$ cat src/hdl/illumination_quality_metrics_assert.svh
// ----------------------------------------------------------------------------
// Illumination quality metrics - assertion macros
// Shared wrappers for the concurrent checks of the block.
// ----------------------------------------------------------------------------
`ifndef ILLUMINATION_QUALITY_METRICS_ASSERT_SVH
`define ILLUMINATION_QUALITY_METRICS_ASSERT_SVH

// same-cycle implication, checked on every rising clock edge outside reset
`define IQM_ASSERT_IMPL(lbl, ante, cons, msg) \
   lbl: assert property (@(posedge clock) disable iff (reset) (ante) |-> (cons)) \
      else $error(msg);

// next-cycle implication
`define IQM_ASSERT_NEXT(lbl, ante, cons, msg) \
   lbl: assert property (@(posedge clock) disable iff (reset) (ante) |=> (cons)) \
      else $error(msg);

`endif

$ cat src/hdl/iqm_pkg.sv
// ----------------------------------------------------------------------------
// iqm_pkg
// Types, constants and helper functions of the illumination quality metrics.
// ----------------------------------------------------------------------------
package iqm_pkg;

   // port widths
   localparam int IQM_REQ_W      = 24;   // illuminance 16, duty 8
   localparam int IQM_RSP_W      = 144;  // power 16, energy 48, vis 16, flk 32, count 32
   localparam int IQM_CSR_IDX_W  = 2;
   localparam int IQM_CSR_DATA_W = 16;

   // register indexes
   typedef enum logic [IQM_CSR_IDX_W-1:0] {
      CSR_FULL_POWER    = 2'd0,
      CSR_MAX_DUTY      = 2'd1,
      CSR_SAMPLE_RATE   = 2'd2,
      CSR_LOWER_BOUND   = 2'd3
   } iqm_csr_type;

   // register reset values
   localparam logic [15:0] NOM_PWR_RST  = 16'd1000;
   localparam logic [7:0]  MAX_DUTY_RST = 8'd255;
   localparam logic [13:0] SMP_RATE_RST = 14'd100;
   localparam logic [15:0] LOW_BND_RST  = 16'd1280;  // 20.0 lux

   // sequencer states: one per serial operation, plus idle and result
   typedef enum logic [3:0] {
      ST_IDLE,
      ST_MUL_PWR,   // full-drive power * duty
      ST_DIV_PWR,   // / max_duty
      ST_DIV_NRG,   // (power << 16) / sample_rate
      ST_MUL_VIS,   // visibility mean * (n-1)
      ST_DIV_VIS,   // / n
      ST_MUL_TRM,   // (|a|+|b|) * sample_rate, or zero without a reversal
      ST_MUL_FLK,   // flicker mean * (n-1)
      ST_DIV_FLK,   // / n
      ST_OUT
   } iqm_state_type;

   // step counts, one bit per step
   localparam logic [5:0] STEPS_MUL_PWR = 6'd8;
   localparam logic [5:0] STEPS_DIV_PWR = 6'd24;
   localparam logic [5:0] STEPS_DIV_NRG = 6'd32;
   localparam logic [5:0] STEPS_MUL_VIS = 6'd32;
   localparam logic [5:0] STEPS_DIV_VIS = 6'd16;
   localparam logic [5:0] STEPS_MUL_TRM = 6'd14;
   localparam logic [5:0] STEPS_MUL_FLK = 6'd32;
   localparam logic [5:0] STEPS_DIV_FLK = 6'd32;

   // last step of an operation state
   function automatic logic [5:0] iqm_last_step(iqm_state_type st);
      logic [5:0] last;
      case (st)
         ST_MUL_PWR: last = STEPS_MUL_PWR;
         ST_DIV_PWR: last = STEPS_DIV_PWR;
         ST_DIV_NRG: last = STEPS_DIV_NRG;
         ST_MUL_VIS: last = STEPS_MUL_VIS;
         ST_DIV_VIS: last = STEPS_DIV_VIS;
         ST_MUL_TRM: last = STEPS_MUL_TRM;
         ST_MUL_FLK: last = STEPS_MUL_FLK;
         ST_DIV_FLK: last = STEPS_DIV_FLK;
         default:    last = 6'd0;
      endcase
      return last;
   endfunction

   // operation that follows
   function automatic iqm_state_type iqm_next_op(iqm_state_type st);
      iqm_state_type nxt;
      case (st)
         ST_MUL_PWR: nxt = ST_DIV_PWR;
         ST_DIV_PWR: nxt = ST_DIV_NRG;
         ST_DIV_NRG: nxt = ST_MUL_VIS;
         ST_MUL_VIS: nxt = ST_DIV_VIS;
         ST_DIV_VIS: nxt = ST_MUL_TRM;
         ST_MUL_TRM: nxt = ST_MUL_FLK;
         ST_MUL_FLK: nxt = ST_DIV_FLK;
         ST_DIV_FLK: nxt = ST_OUT;
         default:    nxt = ST_IDLE;
      endcase
      return nxt;
   endfunction

   // true for states that step the shift-add multiplier
   function automatic logic iqm_is_mul(iqm_state_type st);
      return (st == ST_MUL_PWR) || (st == ST_MUL_VIS) ||
             (st == ST_MUL_TRM) || (st == ST_MUL_FLK);
   endfunction

endpackage

$ cat src/hdl/illumination_quality_metrics.sv
// ----------------------------------------------------------------------------
// illumination_quality_metrics
// Per-sample power, energy, visibility and flicker metrics of one luminaire.
//
// Usage: a sample word (illuminance, duty) enters on req_; one result word
// (power, energy, visibility mean, flicker mean, sample count) leaves on rsp_
// for every sample. Registers are written on csr_ while no sample is in work.
// The sample is worked by a sequencer over one shift-add multiplier and one
// restoring divider, each handling one bit per cycle; eight operations of
// 8 to 32 steps plus a load cycle each run in turn, and the result state
// then loads the output register and raises rsp_tvalid. No new sample is
// taken before that: req_tready is high only while the sequencer idles.
// The result sits in an output register; a stalled receiver holds the word
// there and the sequencer waits in its result state until the register
// frees. Synchronous reset restores the register defaults, clears history,
// means, energy and count, and drops rsp_tvalid.
// ----------------------------------------------------------------------------
module illumination_quality_metrics (
   input  logic                               clock,
   input  logic                               reset,
   // sample channel
   input  logic                               req_tvalid,
   output logic                               req_tready,
   input  logic [iqm_pkg::IQM_REQ_W-1:0]      req_tdata,  // illuminance[15:0], duty[23:16]
   // result channel
   output logic                               rsp_tvalid,
   input  logic                               rsp_tready,
   output logic [iqm_pkg::IQM_RSP_W-1:0]      rsp_tdata,  // power[15:0], energy[63:16],
                                                          // visibility_error[79:64],
                                                          // flicker_error[111:80],
                                                          // sample_count[143:112]
   // register write channel
   input  logic                               csr_valid,
   output logic                               csr_ready,
   input  logic [iqm_pkg::IQM_CSR_IDX_W-1:0]  csr_index,
   input  logic [iqm_pkg::IQM_CSR_DATA_W-1:0] csr_data
);
   import iqm_pkg::*;

   // sequencer
   iqm_state_type state_ff, state_in;
   logic [5:0]    cnt_ff, cnt_in;

   // registers
   logic [15:0] nom_pwr_ff, nom_pwr_in;
   logic [7:0]  max_duty_ff, max_duty_in;
   logic [13:0] smp_rate_ff, smp_rate_in;
   logic [15:0] low_bnd_ff, low_bnd_in;

   // sample and history
   logic [15:0] illum_ff, illum_in;
   logic [7:0]  duty_ff, duty_in;
   logic [15:0] prev_ff, prev_in;
   logic [15:0] prev2_ff, prev2_in;

   // running state
   logic [31:0] count_ff, count_in;
   logic [47:0] energy_ff, energy_in;
   logic [15:0] vis_mean_ff, vis_mean_in;
   logic [31:0] flk_mean_ff, flk_mean_in;
   logic [15:0] power_ff, power_in;
   logic [29:0] term_ff, term_in;

   // shift-add multiplier
   logic [63:0] mul_acc_ff, mul_acc_in;
   logic [63:0] mul_mcand_ff, mul_mcand_in;
   logic [31:0] mul_mplr_ff, mul_mplr_in;

   // restoring divider
   logic [31:0] div_rem_ff, div_rem_in;
   logic [31:0] div_quo_ff, div_quo_in;
   logic [31:0] div_dsr_ff, div_dsr_in;

   // output register
   logic                 rsp_valid_ff, rsp_valid_in;
   logic [IQM_RSP_W-1:0] rsp_data_ff, rsp_data_in;

   // datapath terms
   logic [63:0] mul_sum;
   logic [32:0] div_trial;
   logic [32:0] div_diff;
   logic        div_ge;
   logic [31:0] n_minus_1;
   logic [7:0]  duty_div;
   logic [13:0] rate_div;
   logic [15:0] power_sat;
   logic [48:0] energy_sum;
   logic [15:0] shortfall;
   logic [15:0] abs_a;
   logic [15:0] abs_b;
   logic [16:0] abs_sum;
   logic        reversal;
   logic [48:0] vis_dividend;
   logic [63:0] flk_dividend;
   logic        last_step;

   assign req_tready = (state_ff == ST_IDLE);
   assign csr_ready  = (state_ff == ST_IDLE);
   assign rsp_tvalid = rsp_valid_ff;
   assign rsp_tdata  = rsp_data_ff;

   // one multiplier step: add shifted multiplicand when multiplier bit set
   assign mul_sum = mul_acc_ff + (mul_mplr_ff[0] ? mul_mcand_ff : 64'd0);

   // one divider step: shift in next dividend bit, subtract if it fits
   assign div_trial = {div_rem_ff, div_quo_ff[31]};
   assign div_diff  = div_trial - {1'b0, div_dsr_ff};
   assign div_ge    = (div_trial >= {1'b0, div_dsr_ff});

   // operands and glue
   assign n_minus_1  = count_ff - 32'd1;
   assign duty_div   = (max_duty_ff == 8'd0) ? 8'd1 : max_duty_ff;
   assign rate_div   = (smp_rate_ff == 14'd0) ? 14'd1 : smp_rate_ff;
   assign power_sat  = (div_quo_ff[23:16] != 8'd0) ? 16'hFFFF : div_quo_ff[15:0];
   assign energy_sum = {1'b0, energy_ff} + {17'd0, div_quo_ff};
   assign shortfall  = (low_bnd_ff > illum_ff) ? (low_bnd_ff - illum_ff) : 16'd0;
   assign abs_a      = (illum_ff > prev_ff) ? (illum_ff - prev_ff) : (prev_ff - illum_ff);
   assign abs_b      = (prev_ff > prev2_ff) ? (prev_ff - prev2_ff) : (prev2_ff - prev_ff);
   assign abs_sum    = {1'b0, abs_a} + {1'b0, abs_b};
   assign reversal   = ((illum_ff > prev_ff) && (prev_ff < prev2_ff)) ||
                       ((illum_ff < prev_ff) && (prev_ff > prev2_ff));
   assign vis_dividend = {1'b0, mul_acc_ff[47:0]} + {33'd0, shortfall};
   assign flk_dividend = mul_acc_ff + {34'd0, term_ff};
   assign last_step    = (cnt_ff == iqm_last_step(state_ff));

   // register writes
   always_comb begin
      nom_pwr_in  = nom_pwr_ff;
      max_duty_in = max_duty_ff;
      smp_rate_in = smp_rate_ff;
      low_bnd_in  = low_bnd_ff;
      if (csr_valid && csr_ready) begin
         case (csr_index)
            CSR_FULL_POWER:    nom_pwr_in  = csr_data;
            CSR_MAX_DUTY:      max_duty_in = csr_data[7:0];
            CSR_SAMPLE_RATE:   smp_rate_in = csr_data[13:0];
            CSR_LOWER_BOUND:   low_bnd_in  = csr_data;
            default:           nom_pwr_in  = nom_pwr_ff;
         endcase
      end
   end

   // sequencer: next state and datapath updates
   always_comb begin
      state_in     = state_ff;
      cnt_in       = cnt_ff;
      illum_in     = illum_ff;
      duty_in      = duty_ff;
      prev_in      = prev_ff;
      prev2_in     = prev2_ff;
      count_in     = count_ff;
      energy_in    = energy_ff;
      vis_mean_in  = vis_mean_ff;
      flk_mean_in  = flk_mean_ff;
      power_in     = power_ff;
      term_in      = term_ff;
      mul_acc_in   = mul_acc_ff;
      mul_mcand_in = mul_mcand_ff;
      mul_mplr_in  = mul_mplr_ff;
      div_rem_in   = div_rem_ff;
      div_quo_in   = div_quo_ff;
      div_dsr_in   = div_dsr_ff;
      rsp_valid_in = rsp_valid_ff && !rsp_tready;
      rsp_data_in  = rsp_data_ff;

      case (state_ff)
         ST_IDLE: begin
            if (req_tvalid) begin
               illum_in = req_tdata[15:0];
               duty_in  = req_tdata[23:16];
               if (count_ff != 32'hFFFF_FFFF) begin
                  count_in = count_ff + 32'd1;
               end
               state_in = ST_MUL_PWR;
               cnt_in   = 6'd0;
            end
         end

         ST_OUT: begin
            // wait for a free output register
            if (!rsp_valid_ff || rsp_tready) begin
               flk_mean_in  = div_quo_ff;
               prev2_in     = prev_ff;
               prev_in      = illum_ff;
               rsp_valid_in = 1'b1;
               rsp_data_in  = {count_ff, div_quo_ff, vis_mean_ff, energy_ff, power_ff};
               state_in     = ST_IDLE;
            end
         end

         default: begin
            // operation states: load cycle, then one bit per step
            if (last_step) begin
               state_in = iqm_next_op(state_ff);
               cnt_in   = 6'd0;
            end else begin
               cnt_in = cnt_ff + 6'd1;
            end

            if (cnt_ff != 6'd0) begin
               if (iqm_is_mul(state_ff)) begin
                  mul_acc_in   = mul_sum;
                  mul_mcand_in = {mul_mcand_ff[62:0], 1'b0};
                  mul_mplr_in  = {1'b0, mul_mplr_ff[31:1]};
               end else begin
                  div_rem_in = div_ge ? div_diff[31:0] : div_trial[31:0];
                  div_quo_in = {div_quo_ff[30:0], div_ge};
               end
            end else begin
               case (state_ff)
                  ST_MUL_PWR: begin
                     mul_acc_in   = 64'd0;
                     mul_mcand_in = {48'd0, nom_pwr_ff};
                     mul_mplr_in  = {24'd0, duty_ff};
                  end
                  ST_DIV_PWR: begin
                     div_rem_in = 32'd0;
                     div_quo_in = {mul_acc_ff[23:0], 8'd0};
                     div_dsr_in = {24'd0, duty_div};
                  end
                  ST_DIV_NRG: begin
                     power_in   = power_sat;
                     div_rem_in = 32'd0;
                     div_quo_in = {power_sat, 16'd0};
                     div_dsr_in = {18'd0, rate_div};
                  end
                  ST_MUL_VIS: begin
                     energy_in    = energy_sum[48] ? 48'hFFFF_FFFF_FFFF : energy_sum[47:0];
                     mul_acc_in   = 64'd0;
                     mul_mcand_in = {48'd0, vis_mean_ff};
                     mul_mplr_in  = n_minus_1;
                  end
                  ST_DIV_VIS: begin
                     // dividend < n * 2^16, so its upper part is below n
                     div_rem_in = vis_dividend[47:16];
                     div_quo_in = {vis_dividend[15:0], 16'd0};
                     div_dsr_in = count_ff;
                  end
                  ST_MUL_TRM: begin
                     vis_mean_in  = div_quo_ff[15:0];
                     mul_acc_in   = 64'd0;
                     mul_mcand_in = reversal ? {47'd0, abs_sum} : 64'd0;
                     mul_mplr_in  = {18'd0, smp_rate_ff};
                  end
                  ST_MUL_FLK: begin
                     term_in      = mul_acc_ff[30:1];
                     mul_acc_in   = 64'd0;
                     mul_mcand_in = {32'd0, flk_mean_ff};
                     mul_mplr_in  = n_minus_1;
                  end
                  ST_DIV_FLK: begin
                     // dividend < n * 2^32, so its upper word is below n
                     div_rem_in = flk_dividend[63:32];
                     div_quo_in = flk_dividend[31:0];
                     div_dsr_in = count_ff;
                  end
                  default: begin
                     cnt_in = 6'd0;
                  end
               endcase
            end
         end
      endcase
   end

   // control state and registers
   always_ff @(posedge clock) begin
      if (reset) begin
         state_ff     <= ST_IDLE;
         cnt_ff       <= 6'd0;
         nom_pwr_ff   <= NOM_PWR_RST;
         max_duty_ff  <= MAX_DUTY_RST;
         smp_rate_ff  <= SMP_RATE_RST;
         low_bnd_ff   <= LOW_BND_RST;
         prev_ff      <= 16'd0;
         prev2_ff     <= 16'd0;
         count_ff     <= 32'd0;
         energy_ff    <= 48'd0;
         vis_mean_ff  <= 16'd0;
         flk_mean_ff  <= 32'd0;
         rsp_valid_ff <= 1'b0;
      end else begin
         state_ff     <= state_in;
         cnt_ff       <= cnt_in;
         nom_pwr_ff   <= nom_pwr_in;
         max_duty_ff  <= max_duty_in;
         smp_rate_ff  <= smp_rate_in;
         low_bnd_ff   <= low_bnd_in;
         prev_ff      <= prev_in;
         prev2_ff     <= prev2_in;
         count_ff     <= count_in;
         energy_ff    <= energy_in;
         vis_mean_ff  <= vis_mean_in;
         flk_mean_ff  <= flk_mean_in;
         rsp_valid_ff <= rsp_valid_in;
      end
   end

   // payload and working registers
   always_ff @(posedge clock) begin
      illum_ff     <= illum_in;
      duty_ff      <= duty_in;
      power_ff     <= power_in;
      term_ff      <= term_in;
      mul_acc_ff   <= mul_acc_in;
      mul_mcand_ff <= mul_mcand_in;
      mul_mplr_ff  <= mul_mplr_in;
      div_rem_ff   <= div_rem_in;
      div_quo_ff   <= div_quo_in;
      div_dsr_ff   <= div_dsr_in;
      rsp_data_ff  <= rsp_data_in;
   end

   // checks
`include "illumination_quality_metrics_assert.svh"

   `IQM_ASSERT_NEXT(a_start_seq, req_tvalid && req_tready, (state_ff == ST_MUL_PWR) && (cnt_ff == 6'd0), "accepted sample did not start the sequencer")
   `IQM_ASSERT_IMPL(a_rsp_from_out, $rose(rsp_valid_ff), $past(state_ff) == ST_OUT, "result word appeared outside the result state")
   `IQM_ASSERT_IMPL(a_div_rem_lt, ((state_ff == ST_DIV_PWR) || (state_ff == ST_DIV_NRG) || (state_ff == ST_DIV_VIS) || (state_ff == ST_DIV_FLK)) && (cnt_ff != 6'd0), div_rem_ff < div_dsr_ff, "divider remainder not below divisor")

endmodule
$ cat config.mk
export PLATFORM = sky130hd
export DESIGN_NAME = illumination_quality_metrics
export DESIGN_NICKNAME = d
export VERILOG_FILES = /design/src/hdl/iqm_pkg.sv /design/src/hdl/illumination_quality_metrics.sv
export VERILOG_INCLUDE_DIRS = /design/src /design/src/hdl
export SDC_FILE = /design/constraint.sdc
export NUM_CORES = 2
export LEC_CHECK = 0
export BUFFER_PORTS_ARGS = -buffer_cell sky130_fd_sc_hd__buf_4
export CAP_MARGIN = 0
export CORE_MARGIN = 2
export CORE_UTILIZATION = 28
export CTS_BUF_LIST = sky130_fd_sc_hd__clkbuf_8
export DETAILED_ROUTE_END_ITERATION = 10
export PLACE_DENSITY_LB_ADDON = 0.08
export RECOVER_POWER = 100
export SYNTH_ARGS = -nofsm -noshare
export SYNTH_HDL_FRONTEND = slang
export SYNTH_SLANG_ARGS = --single-unit
$ cat constraint.sdc
create_clock -name clock -period 8.5 [get_ports clock]
set_input_delay 1.7 -clock clock [delete_from_list [all_inputs] [get_ports clock]]
set_output_delay 1.7 -clock clock [all_outputs]
set_load 0.01 [all_outputs]
==> impl_metrics.env <==
export IMPL_internal_power_mw=7.62
export IMPL_grt_ovfl_total=0
export IMPL_worst_setup_path_end_kind="flip-flop"
export IMPL_ys_warn_count=0
export IMPL_p_seq_share_pct=38.4
export IMPL_fmax_mhz=139
export IMPL_drc_errors=0
export IMPL_drtPass1Iterations=8
export IMPL_slew_limit_headroom_pct=-174
export IMPL_coreArea_sq_um=150000
export IMPL_synthFlopType="edfxtp_1"
export IMPL_rows=142
export IMPL_worstHoldStart="power_ff[9]"
export IMPL_drt_iter0_drc=2690
export IMPL_crit_chain="clkbuf_1 -> clkbuf_1 -> and2_1 -> ha_1 -> nand4_1 -> nor4_1 -> nand3_1 -> nor2_1 -> o21ai_0 -> a2111oi_2 -> o21bai_1 -> a311oi_2 -> a21oi_1 -> xor2_1 -> nor2_1"
export IMPL_nNetsFinal=5005
export IMPL_cp_max_fo=33
export IMPL_ioPinCount=194
export IMPL_syn2layout_area_growth_pct=13.4
export IMPL_cp_slowest_cell="clkbuf_1"
export IMPL_violations="max-capacitance violations, max-slew violations"
export IMPL_p_leak_nw=18.1
export IMPL_peakVddDrop_mv=0.101
export IMPL_holdPathStages=0
export IMPL_worst_pin_slew_ps=4120
export IMPL_drive_above_1_share_pct=6.67
export IMPL_seq_area_frac_synth_pct=44.4
export IMPL_gp_congestion=0.900
export IMPL_reg2reg_depth=15
export IMPL_wl_per_cell_um=23.1
export IMPL_rsz0062_at_grt="no"
export IMPL_async_flop_share_pct=0
export IMPL_cp_start_kind="flip-flop"
export IMPL_die_x_um=393
export IMPL_p_switching_mw=4.95
export IMPL_cts_htree_levels=4
export IMPL_worst_clock_skew_ps=56.5
export IMPL_max_stage_delay_ps=1340
export IMPL_cts_tree="built"
export IMPL_cts_resized=0
export IMPL_slew_violations=1070
export IMPL_layoutNonFillerInstCount=6802
export IMPL_die_h_um=393
export IMPL_yosys_cell_count_top_type="nand2_1"
export IMPL_cp_arrival_ps=7740
export IMPL_synth_edf_count=470
export IMPL_synth_cells=4502
export IMPL_antenna_found_initial=16
export IMPL_min_period_ps=7200
export IMPL_p_sw_share_pct=39.4
export IMPL_grt_util_all_layers_pct=20.1
export IMPL_clk_path_buf_depth=3
export IMPL_syn_area_sq_um=42300
export IMPL_clkLatencyLatePin_ps=890
export IMPL_synth_area_top_cells="edfxtp_1 33%, dfxtp_1 11%, ha_1 8.2%"
export IMPL_synth_avg_cell_area_sq_um=9.39
export IMPL_fin_setup_tns_ps=0
export IMPL_p_clk_share_pct=28.3
export IMPL_period_share_pct=84.7
export IMPL_powerDensity_nw_per_um2=262
export IMPL_hold_path_class="reg -> reg"
export IMPL_path_buf_inv=2
export IMPL_synth_cell_types=99
export IMPL_whs_ps=416
export IMPL_drtAntennaViolNets=0
export IMPL_grt_pass1_vias=33874
export IMPL_wl_mm=157
export IMPL_synth_top_cell_area_share_pct=33.4
export IMPL_path_clk_slew_ps=60
export IMPL_post_dp_hpwl_mm=119
export IMPL_dp_cells=6548
export IMPL_worst_endpoint_required_ps=9040
export IMPL_hold_viol_final=0
export IMPL_synth_area_leader_cell="edfxtp_1"
export IMPL_status="finished, violations left"
export IMPL_r2r_end="mul_acc_ff[48]"
export IMPL_max_cap_violations=26
export IMPL_port_buffers=193
export IMPL_postCtsSetupBuffers=0
export IMPL_synth_common_cells="541 x nand2_1, 470 x edfxtp_1, 413 x a21oi_1, 392 x nor2_1, 276 x ha_1"
export IMPL_r2r_start="mul_mplr_ff[0]"
export IMPL_ys_ff_latch=703
export IMPL_combPwrFrac_pct=33.3
export IMPL_cts_sinks=703
export IMPL_die_area_sq_um=154000
export IMPL_cts_buffers=137
export IMPL_hold_buffers=0
export IMPL_syn_nets=4836
export IMPL_vias=34473
export IMPL_grt_start_max_net_pins=89
export IMPL_setup_viol=0
export IMPL_min_to="rsp_tdata[9]"
export IMPL_grt_pass1_wl_mm=229
export IMPL_vias_per_cell=5.07
export IMPL_initial_core_util_pct=28.2
export IMPL_critPathKind="reg -> reg"
export IMPL_path_delay_family="buffers and inverters"
export IMPL_cts_root_buf="clkbuf_8"
export IMPL_r2r_slack_ps=1300
export IMPL_fill_cells=15862
## sequential cells by signal, summed over array words and instances (netlist names), 32 cells and up, named ones only
name / cells
mul_mcand_ff: 64
mul_mplr_ff: 32
count_ff: 32
div_rem_ff: 32
div_quo_ff: 32
mul_acc_ff: 64
energy_ff: 48
rsp_tdata: 144
flk_mean_ff: 32
div_dsr_ff: 32
## area by class of cell
| cell class | count | area [sq um] | area share (%) |
|---|---|---|---|
| clock buffers | 155 | 2130 | 4.45 |
| multi-input cells | 3394 | 22000 | 45.8 |
| inverters | 181 | 681 | 1.42 |
| repair buffers | 254 | 1190 | 2.48 |
| diodes | 4 | 10.0 | 0.0209 |
| well taps | 2016 | 2520 | 5.26 |
| flip-flops and latches | 703 | 18800 | 39.2 |
| clock inverters | 95 | 662 | 1.38 |
## kinds of logic (layout without fill, tap and decap cells)
| family | Yosys count | after routing | share of synthesized area, % |
|---|---|---|---|
| mux | 42 | 42 | 1.03 |
| simple gates | 1572 | 1572 | 17.6 |
| compound gates | 1168 | 1168 | 17.8 |
| flops | 703 | 703 | 44.4 |
| xor+xnor | 325 | 325 | 6.73 |
| fa+ha+maj | 287 | 287 | 8.69 |
| buf+inv | 405 | 685 | 3.76 |
| other cells | 0 | 4 | 0 |
## layer usage
metal	global-route usage, %	share of wire, %	vias to the layer above
met5	0	0	-
li1	-	-	16645
met1	27.1	45	16708
met3	3.78	6.0	204
met2	32.4	46	916
met4	6.11	2.6	0
## placed cells by master (no fill, tap or decap), types with 20 or more instances in the layout
cell type  Yosys  layout
dfxtp_1      233     233
a211oi_1      30      30
or2_2         22      21
nand3_1       99      98
nor4_1        21      22
a31oi_1       34      34
a21oi_1      413     411
and2_1       137      93
a311oi_1      30      31
nor2_1       392     391
clkbuf_8       0     155
nand2b_1      39      39
xnor2_1      173     173
nand3b_1      22      22
mux2i_1       32      32
clkbuf_4       0      22
inv_1        180     231
nand4_1       62      62
nand2_1      541     541
a221oi_1      30      30
a22o_1        21      21
o21bai_1      42      42
edfxtp_1     470     470
buf_4          1      36
nor2b_1       34      34
ha_1         276     276
nor3_1        90      88
and3_1        50      49
clkbuf_1     188     194
and2_0         0      44
o21a_1        24      24
a21o_1       135     135
a22oi_1       22      22
or3_1         20      20
o21ai_0      211     217
xor2_1       152     152
## how the worst max path moves through the flow
stage	endpoint	cells after the start	start
after global placement	div_rem_ff[31]	25	illum_ff[0]
final	mul_acc_ff[48]	15	mul_mplr_ff[0]
after global routing	mul_mcand_ff[31]	5	cnt_ff[3]
after detailed placement	div_rem_ff[6]	26	illum_ff[0]
after CTS	div_rem_ff[6]	28	illum_ff[0]
after floorplan	rsp_tdata[0]	4	rsp_tready
## power groups by stage
stage | Sequential (mW) | Combinational [mW] | Clock (mW)
after floorplan | 4.50 | 2.89 | 0
after global placement | 4.87 | 4.25 | 0
after detailed placement | 4.86 | 4.22 | 0
after CTS | 4.80 | 4.24 | 3.69
after global routing | 4.86 | 4.60 | 3.83
final | 4.83 | 4.18 | 3.56
## stage by stage
| stage | setup WS [ps] | power (mW) | instance area, sq um | utilization (%) |
|---|---|---|---|---|
| final | 1300 | 12.6 | 47900 | 32.0 |
| after global routing | 692 | 13.3 | 47900 | 32.0 |
| after CTS | 1800 | 12.7 | 48700 | 32.5 |
| after global placement | 1910 | 9.12 | 45900 | 30.6 |
| after detailed placement | 1810 | 9.08 | 45900 | 30.6 |
| after floorplan | 1840 | 7.40 | 42300 | - |
Power figures use the tool's default switching activity.
